### config.mk
export PLATFORM = sky130hd
export DESIGN_NAME = twgmc_ctrl
export DESIGN_NICKNAME = d
export VERILOG_FILES = /design/src/rtl/core/twgmc_pkg.sv /design/src/rtl/core/twgmc_ctrl.sv
export SDC_FILE = /design/constraint.sdc
export NUM_CORES = 1
export LEC_CHECK = 0
export BUFFER_PORTS_ARGS = -buffer_cell sky130_fd_sc_hd__buf_2
export CORE_AREA = 2 2 39 41
export DETAILED_ROUTE_END_ITERATION = 8
export DIE_AREA = 0 0 41 43
export PLACE_DENSITY = 0.59
export SETUP_SLACK_MARGIN = 0.1
export SLEW_MARGIN = 20
export SYNTH_ARGS = -nofsm -noshare
export SYNTH_HDL_FRONTEND = slang
export SYNTH_SLANG_ARGS = --single-unit
### constraint.sdc
create_clock -name clk -period 1.5 [get_ports clk]
set_clock_uncertainty 0.15 [all_clocks]
set_input_delay 0.3 -clock clk [delete_from_list [all_inputs] [get_ports clk]]
set_output_delay 0.3 -clock clk [all_outputs]
set_load 0.005 [all_outputs]
### src/rtl/core/twgmc_pkg.sv
package twgmc_pkg;

    localparam int CELL_W      = 8;
    localparam int TOTAL_W     = 15;
    localparam int ROW_COUNT_W = 7;
    localparam int COL_COUNT_W = 5;
    localparam int APB_ADDR_W  = 3;
    localparam int APB_DATA_W  = 32;

    localparam logic [ROW_COUNT_W-1:0] ROW_COUNT_RST = 7'd64;
    localparam logic [COL_COUNT_W-1:0] COL_COUNT_RST = 5'd16;

    // register index, taken from paddr[2]
    localparam logic REG_ROW_COUNT = 1'b0;
    localparam logic REG_COL_COUNT = 1'b1;

    typedef enum logic [3:0] {
        ST_IDLE,
        ST_START,
        ST_A_READ,
        ST_A_SAVE,
        ST_P0,
        ST_P1,
        ST_P2,
        ST_P3,
        ST_DONE
    } state_t;

    typedef struct packed {
        logic load;
        logic init;
        logic a_read;
        logic a_save;
        logic ph0;
        logic ph1;
        logic ph2;
        logic ph3;
        logic preload;
    } cmd_t;

    typedef struct packed {
        logic last_b;
        logic last_a;
        logic last_row;
    } status_t;

endpackage

### src/rtl/core/twgmc_ctrl.sv
module twgmc_ctrl (
    input  logic                clk,
    input  logic                rst_n,
    input  logic                start,
    input  logic                last_cell,
    input  twgmc_pkg::status_t  status,
    output twgmc_pkg::cmd_t     cmd,
    output logic                busy,
    output logic                done
);

    import twgmc_pkg::*;

    state_t state_reg;
    state_t state_next;
    logic   preload_reg;
    logic   preload_next;
    logic   accept;

    assign accept = start && (state_reg == ST_IDLE);

    always_ff @(posedge clk or negedge rst_n)
    begin
        if (!rst_n)
        begin
            state_reg   <= ST_IDLE;
            preload_reg <= 1'b0;
        end
        else
        begin
            state_reg   <= state_next;
            preload_reg <= preload_next;
        end
    end

    always_comb
    begin
        state_next   = state_reg;
        preload_next = preload_reg;
        case (state_reg)
            ST_IDLE:
            begin
                if (accept && last_cell)
                begin
                    state_next = ST_START;
                end
            end
            ST_START:
            begin
                state_next = ST_A_READ;
            end
            ST_A_READ:
            begin
                state_next = ST_A_SAVE;
            end
            ST_A_SAVE:
            begin
                // column 0 of the previous row is fetched before the first pair
                preload_next = 1'b1;
                state_next   = ST_P0;
            end
            ST_P0:
            begin
                state_next = ST_P1;
            end
            ST_P1:
            begin
                state_next = ST_P2;
            end
            ST_P2:
            begin
                state_next = ST_P3;
            end
            ST_P3:
            begin
                preload_next = 1'b0;
                if (preload_reg || !status.last_b)
                begin
                    state_next = ST_P0;
                end
                else if (!status.last_a || !status.last_row)
                begin
                    state_next = ST_A_READ;
                end
                else
                begin
                    state_next = ST_DONE;
                end
            end
            ST_DONE:
            begin
                state_next = ST_IDLE;
            end
            default:
            begin
                state_next = ST_IDLE;
            end
        endcase
    end

    always_comb
    begin
        cmd         = '0;
        cmd.load    = accept;
        cmd.preload = preload_reg;
        busy        = 1'b1;
        done        = 1'b0;
        case (state_reg)
            ST_IDLE:   busy       = 1'b0;
            ST_START:  cmd.init   = 1'b1;
            ST_A_READ: cmd.a_read = 1'b1;
            ST_A_SAVE: cmd.a_save = 1'b1;
            ST_P0:     cmd.ph0    = 1'b1;
            ST_P1:     cmd.ph1    = 1'b1;
            ST_P2:     cmd.ph2    = 1'b1;
            ST_P3:     cmd.ph3    = 1'b1;
            ST_DONE:   done       = 1'b1;
            default:   busy       = 1'b1;
        endcase
    end

endmodule

# Word-level counts from Yosys, hierarchy flattened
# Cells that the tools add are included.
dict set report op_classes {
  n_eq_ne 9
  n_mux 14
  n_reduce_logical 9
}
# op n
set ops {}
lappend ops {{case mux 4 bit (8 select lines)} 1}
lappend ops {{equality test 4 x 3 -> 1 bit (second input constant)} 4}
lappend ops {{two-way mux 4 bit} 3}
lappend ops {{two-way mux 1 bit} 9}
lappend ops {{equality test 4 x 2 -> 1 bit (second input constant)} 2}
lappend ops {{equality test 4 x 1 -> 1 bit (second input constant)} 1}
lappend ops {{equality test 4 bit (second input constant)} 1}
lappend ops {{zero test 4 bit} 1}
lappend ops {{zero test 1 bit} 3}
lappend ops {{logical AND 1 bit} 2}
lappend ops {{logical OR 1 bit} 2}
lappend ops {{!= test 2 x 1 -> 1 bit (second input constant)} 1}
lappend ops {{case mux 1 bit (2 select lines)} 1}
lappend ops {{nonzero test 2 bit} 1}
dict set report totals {
  regBits 5
  input_bits 7
  elab_cells 34
}

# Longest topological paths before layout
# Gate-level depths: netlist of the first run.
dict set report logic_depth {
  ltp_word 5
  depth_mapped 4
  ltp_nobuf 3
}

# Worst setup path before layout of the first run
# Ideal clock, no wire load.
dict set report synth_path {
  path_kind {reg2reg}
  from {register state_reg[3]}
  to {register state_reg[1]}
  setup_ns 0.099
  arrival_ns 1.227
  t_required_ns 1.251
  path_slack_ns 0.023
  path_stages_with_launch 5
  cell_sequence {dfrtp_1 > buf_6 > nand2b_4 > or3b_1 > a311oi_1}
}
dict set report synth_between {
  elab_chain_cells 4
}
# element line
set synth_rtl {}
lappend synth_rtl {{from (decl)} twgmc_ctrl.sv:14} ;# state_t state_reg;
lappend synth_rtl {{from (signal assigned)} twgmc_ctrl.sv:31} ;# state_reg <= state_next;
lappend synth_rtl {{branches (longest 4 deep; another with case mux 4 bit (8 select lines))} n/a}
# Several ways; the timed one is not identified.
# A chain may end at the register's enable or synchronous reset.

==> metrics.txt, run 1 <==
Multi-input gate area=170.2 µm²; CTS buffer count=3; Syn-to-layout area delta=58.00%; Port Buffers=17; area share of the leading cell type in the synthesized netlist=0.4000; die width=41 µm; layout cells sized above 1=0.5574; Avg Synthesized Cell Area=8.689 µm²; antenna-violating nets left=0; drt drc=0; RSZ-0062 raised after global routing=yes; Starting Density=0.2260; PD cells=1677 nW/µm²; antenna violations before repair=0; WHS=0.1406 ns; status=finished, violations left; vias in the first global route=300; min setup slack post-route=-0.1316 ns; dpl hpwl=620.2 µm; syn nets=43; Syn Std Cell Area=312.8 µm²; DR iter-0 viols=2; GRT overflow=0; Post-synth EDFFs=0; Routed WL=805 µm; Layout fillers=152; failing checks=negative setup slack; CTS tree=done; crit path max fanout=7; largest cells by area after synthesis=dfrtp_1 40%, nor3_1 9.6%, nor2_1 7.2%; die height=43 µm; FF-to-FF End=state_reg[1]$_DFFE_PN0P_; Register Area=128.9 µm²; Final Slew Violations=0; Final Cell Area=494.2 µm²; arrival time worst endpoint=1.18 ns; worst vdd ir=0.0005535 V; Slew @ Worst Pin=0.3533 ns; routed via count=346; data required time of the critical path=1.05 ns; CTS sink cnt=5; Setup Viol. Count Final=9; sequential element share of the synthesized area=0.4000; Post-synth top cells=6 x nor2_1, 6 x nor3_1, 5 x dfrtp_1; top-level I/O count=18; period utilization=1.088; Async S/R FF share, synth=1.000; FP Rows=14; core area=1384 µm²; WHS Endpoint=state_reg[3]$_DFFE_PN0P_; ys flop type=dfrtp_1; kind of launch point of the worst setup path=flop; max-cap viol count=0; Register-to-Register Path Depth=4; min-delay src=status[0]; min-delay worst type=input pin to flop; H-tree depth=1; synth unique cells=17; Synth Register Bits=5; GRT Total Usage=0.1137; max reg flops=4; Worst slew margin=0.7584; Total Power=828.8 µW; Synth Warn #=0; GPL Wtd Cong=0.7473; reg2reg setup slack=0.06 ns; Layout Utilization=0.3571; Hold Path Stages=3; Setup crit end kind=primary output; Crit Reg-Reg Startpoint=state_reg[0]$_DFFE_PN0P_; Die ar.=1763 µm²; vias per std cell=4.494; synthesized instance count=36; Final Hold Violating Endpoints=0; leading area contributor after synthesis=dfrtp_1; Root Driver=clkbuf_4; Crit Path Category=flop to primary output; clk_lat worst skew=0.24 ns; Final min period=1.632 ns; post-place setup slack=0.04279 ns; antenna cell count=0; deepest clock path buffer count=2; # nets final=69; routed len/inst=10.45 µm; drt pass-1 iters=2; largest net degree at the start of global routing=9; global-route wire length before repair=1.242 mm; placed instance area=414.1 µm²; Clock Pin Slew Worst Setup and Hold Paths=0.05 ns; Leakage=0.0002610 µW; fmax=612.9 MHz
[kinds of logic after synthesis]
| kind of cell | count (synthesis) | synth area share |
|---|---|---|
| flip-flops | 5 | 0.4000 |
| AO/OA/AOI/OAI | 4 | 0.09600 |
| AND/OR/NAND/NOR | 23 | 0.4080 |
| buffers and inverters | 4 | 0.09597 |
[timing repair]
item	CTS	global route
resized for setup	3	4
gates cloned	0	0
pin swaps	2	1
setup endpoints to repair	11	12
setup buffers	0	3
hold buffers	1	0
endpoints found under the hold margin	5	0
[cells in the final DEF, fill, tap and decap left out, types with 2 or more instances in the layout]
master	count
buf_2	17
dfrtp_2	3
nor3_1	4
and3_1	2
clkbuf_4	3
nand2_1	3
nor3_2	2
nand2b_1	2
buf_4	5
nor2_1	5
dfrtp_1	2
[report_power, final]
part           internal [µW]  leakage (µW)  switching (µW)
registers                196     0.0000583            91.4
clock network           96.6     0.0000177            58.9
logic                    204      0.000185             182
[critical path, stage by stage, from the launching register on]
cell,delay (ns)
dfrtp_2,0.44
or2b_1,0.28
nor3_2,0.10
buf_2,0.13
[worst max-delay path by stage]
stage | from | to | slack, ns | depth (start not counted)
final | state_reg[1]$_DFFE_PN0P_ | cmd[7] | -0.13 | 3
after global routing | state_reg[1]$_DFFE_PN0P_ | cmd[3] | -0.21 | 3
after CTS | state_reg[0]$_DFFE_PN0P_ | cmd[7] | -0.18 | 3
after detailed placement | state_reg[0]$_DFFE_PN0P_ | state_reg[1]$_DFFE_PN0P_ | 0.04 | 3
after global placement | state_reg[0]$_DFFE_PN0P_ | cmd[7] | 0.05 | 3
after floorplan | state_reg[3]$_DFFE_PN0P_ | state_reg[1]$_DFFE_PN0P_ | 0.09 | 4
[final cells by class]
type | count | share of cell area
clock buffer | 3 | 0.04557
tap | 16 | 0.04051
timing repair buffer | 24 | 0.2911
sequential | 5 | 0.2608
multi-input combinational | 27 | 0.3443
clock inverter | 1 | 0.01013
inverter | 1 | 0.007595
[per-stage QoR]
step	TNS [ns]	cells
3_5_place_dp	0	69
4_1_cts	-1.004	74
2_1_floorplan	0	36
3_3_place_gp	0	69
5_1_grt	-1.523	77
6_report	-0.6994	77
[metal layers]
metal	up-vias	global-route usage	wire [µm]	share of wire
met5	-	0	0	0
met4	0	0.1400	19	0.024
met3	2	0.01571	49	0.061
met2	13	0.1438	382	0.47
met1	155	0.1392	354	0.44
li1	176	-	-	-
Note: power is estimated with default switching activity, not from simulation.
==> inputs of run 2 (changes only) <==
--- a/config.mk
+++ b/config.mk
@@ -10,6 +10,7 @@
 export DETAILED_ROUTE_END_ITERATION = 8
 export DIE_AREA = 0 0 41 43
 export PLACE_DENSITY = 0.59
+export RECOVER_POWER = 100
 export SETUP_SLACK_MARGIN = 0.1
 export SLEW_MARGIN = 20
 export SYNTH_ARGS = -nofsm -noshare
==> run 2 against run 1 <==
- the run still ends with negative setup slack left
- critical path depth unchanged
- die area unchanged
- sequential cell count unchanged
- critical path type unchanged
- critical endpoint unchanged
- highest routed layer unchanged
==> metrics.txt, run 2 (synthesis results as in run 1) <==
drt drc=0; Final Hold Violating Endpoints=0; Root Driver=clkbuf_4; Layout fillers=152; most common cell after layout, fill and taps aside=buf_2; FP Rows=14; GRT overflow=0; fmax=612.9 MHz; global-route wire length before repair=1.242 mm; Critical path origin=state_reg[1]$_DFFE_PN0P_; Port Buffers=17; core area=1384 µm²; antenna violations before repair=0; slowest CP cell=dfrtp_2; clk_lat worst skew=0.24 ns; cells along the critical path=or2b_1 -> nor3_2 -> buf_2; GRT Total Usage=0.1137; Final min period=1.632 ns; largest net degree at the start of global routing=9; routed via count=346; Routed WL=805 µm; vias in the first global route=300; CTS sink cnt=5; slowest stage delay, CP=0.44 ns; period utilization=1.088; crit path max fanout=7; Setup crit end kind=primary output; CTS buffer count=3; failing checks=negative setup slack; arrival time worst endpoint=1.18 ns; Die ar.=1763 µm²; post-place setup slack=0.04279 ns; antenna-violating nets left=0; Setup Viol. Count Final=9; dpl hpwl=620.2 µm; Leakage=0.0002583 µW; commonest non-fill, non-tap cells in the layout=16 x buf_2, 5 x nor2_1, 5 x buf_4; die height=43 µm; Starting Density=0.2260; Clock Pin Slew Worst Setup and Hold Paths=0.05 ns; Worst slew margin=0.7584; routed len/inst=10.45 µm; Syn-to-layout area delta=57.60%; Final Slew Violations=0; # nets final=69; Slew @ Worst Pin=0.3533 ns; max-cap viol count=0; RSZ-0062 raised after global routing=yes; min-delay worst type=input pin to flop; WHS=0.1406 ns; antenna cell count=0; Register Area=128.9 µm²; kind of launch point of the worst setup path=flop; min-delay src=status[0]; vias per std cell=4.494; H-tree depth=1; top-level I/O count=18; die width=41 µm; Crit Path Category=flop to primary output; PD cells=1680 nW/µm²; Multi-input gate area=170.2 µm²; max reg flops=4; Crit Reg-Reg Startpoint=state_reg[0]$_DFFE_PN0P_; layout cells sized above 1=0.5410; worst vdd ir=0.0005535 V; GPL Wtd Cong=0.7473; DR iter-0 viols=2; reg2reg setup slack=0.06 ns; drt pass-1 iters=2; status=finished, violations left; min setup slack post-route=-0.1316 ns; CTS tree=done; deepest clock path buffer count=2; data required time of the critical path=1.05 ns
-- run 2: area by class of cell --
cell class | count | area share
Inverter | 1 | 0.007614
Multi-Input combinational cell | 27 | 0.3452
Timing Repair Buffer | 24 | 0.2893
Tap cell | 16 | 0.04061
Clock buffer | 3 | 0.04569
Sequential cell | 5 | 0.2614
Clock inverter | 1 | 0.01015
-- run 2: report_power, final --
part | internal [µW] | leakage, µW | switching [µW] | total, µW
registers | 196 | 0.0000583 | 91.4 | 287
clock network | 96.6 | 0.0000177 | 58.9 | 155
logic | 204 | 0.000182 | 182 | 386
-- run 2: final timing paths --
path,end,cells past startpoint
max,cmd[7],3
min,state_reg[3]$_DFFE_PN0P_,3
max reg2reg,state_reg[1]$_DFFE_PN0P_,4
min reg2reg,preload_reg$_DFFE_PN0P_,2
max in group asynchronous,state_reg[1]$_DFFE_PN0P_,2
min in group asynchronous,preload_reg$_DFFE_PN0P_,2
-- run 2: repair_timing --
action | 4_1_cts | 5_1_grt
gates resized for setup | 3 | 4
setup buffers | 0 | 3
pin swaps | 2 | 1
hold endpoints to repair | 5 | 0
hold buffers | 1 | 0
setup endpoints to repair | 11 | 12
-- run 2: critical path, delay by kind of cell (launching register included) --
kind	cells	cell delay (ns)
and+or+nand+nor	2	0.38
DFF	1	0.44
buffers and inverters	1	0.13
-- run 2: layer usage --
| metal | GRT usage | part of all wire |
|---|---|---|
| met1 | 0.1392 | 0.44 |
| met2 | 0.1438 | 0.47 |
| met3 | 0.01571 | 0.061 |
| met4 | 0.1400 | 0.024 |
| met5 | 0 | 0 |
-- run 2: per-stage QoR --
step / cells / utilization / power [µW] / area (µm²) / setup TNS [ns]
2_1_floorplan: 36 / - / 482.0 / 312.8 / 0
3_3_place_gp: 69 / 0.2993 / 624.3 / 414.1 / 0
3_5_place_dp: 69 / 0.2993 / 624.7 / 414.1 / 0
4_1_cts: 74 / 0.3291 / 801.8 / 455.4 / -1.004
5_1_grt: 77 / 0.3562 / 916.8 / 493.0 / -1.523
6_report: 77 / 0.3562 / 828.4 / 493.0 / -0.6994
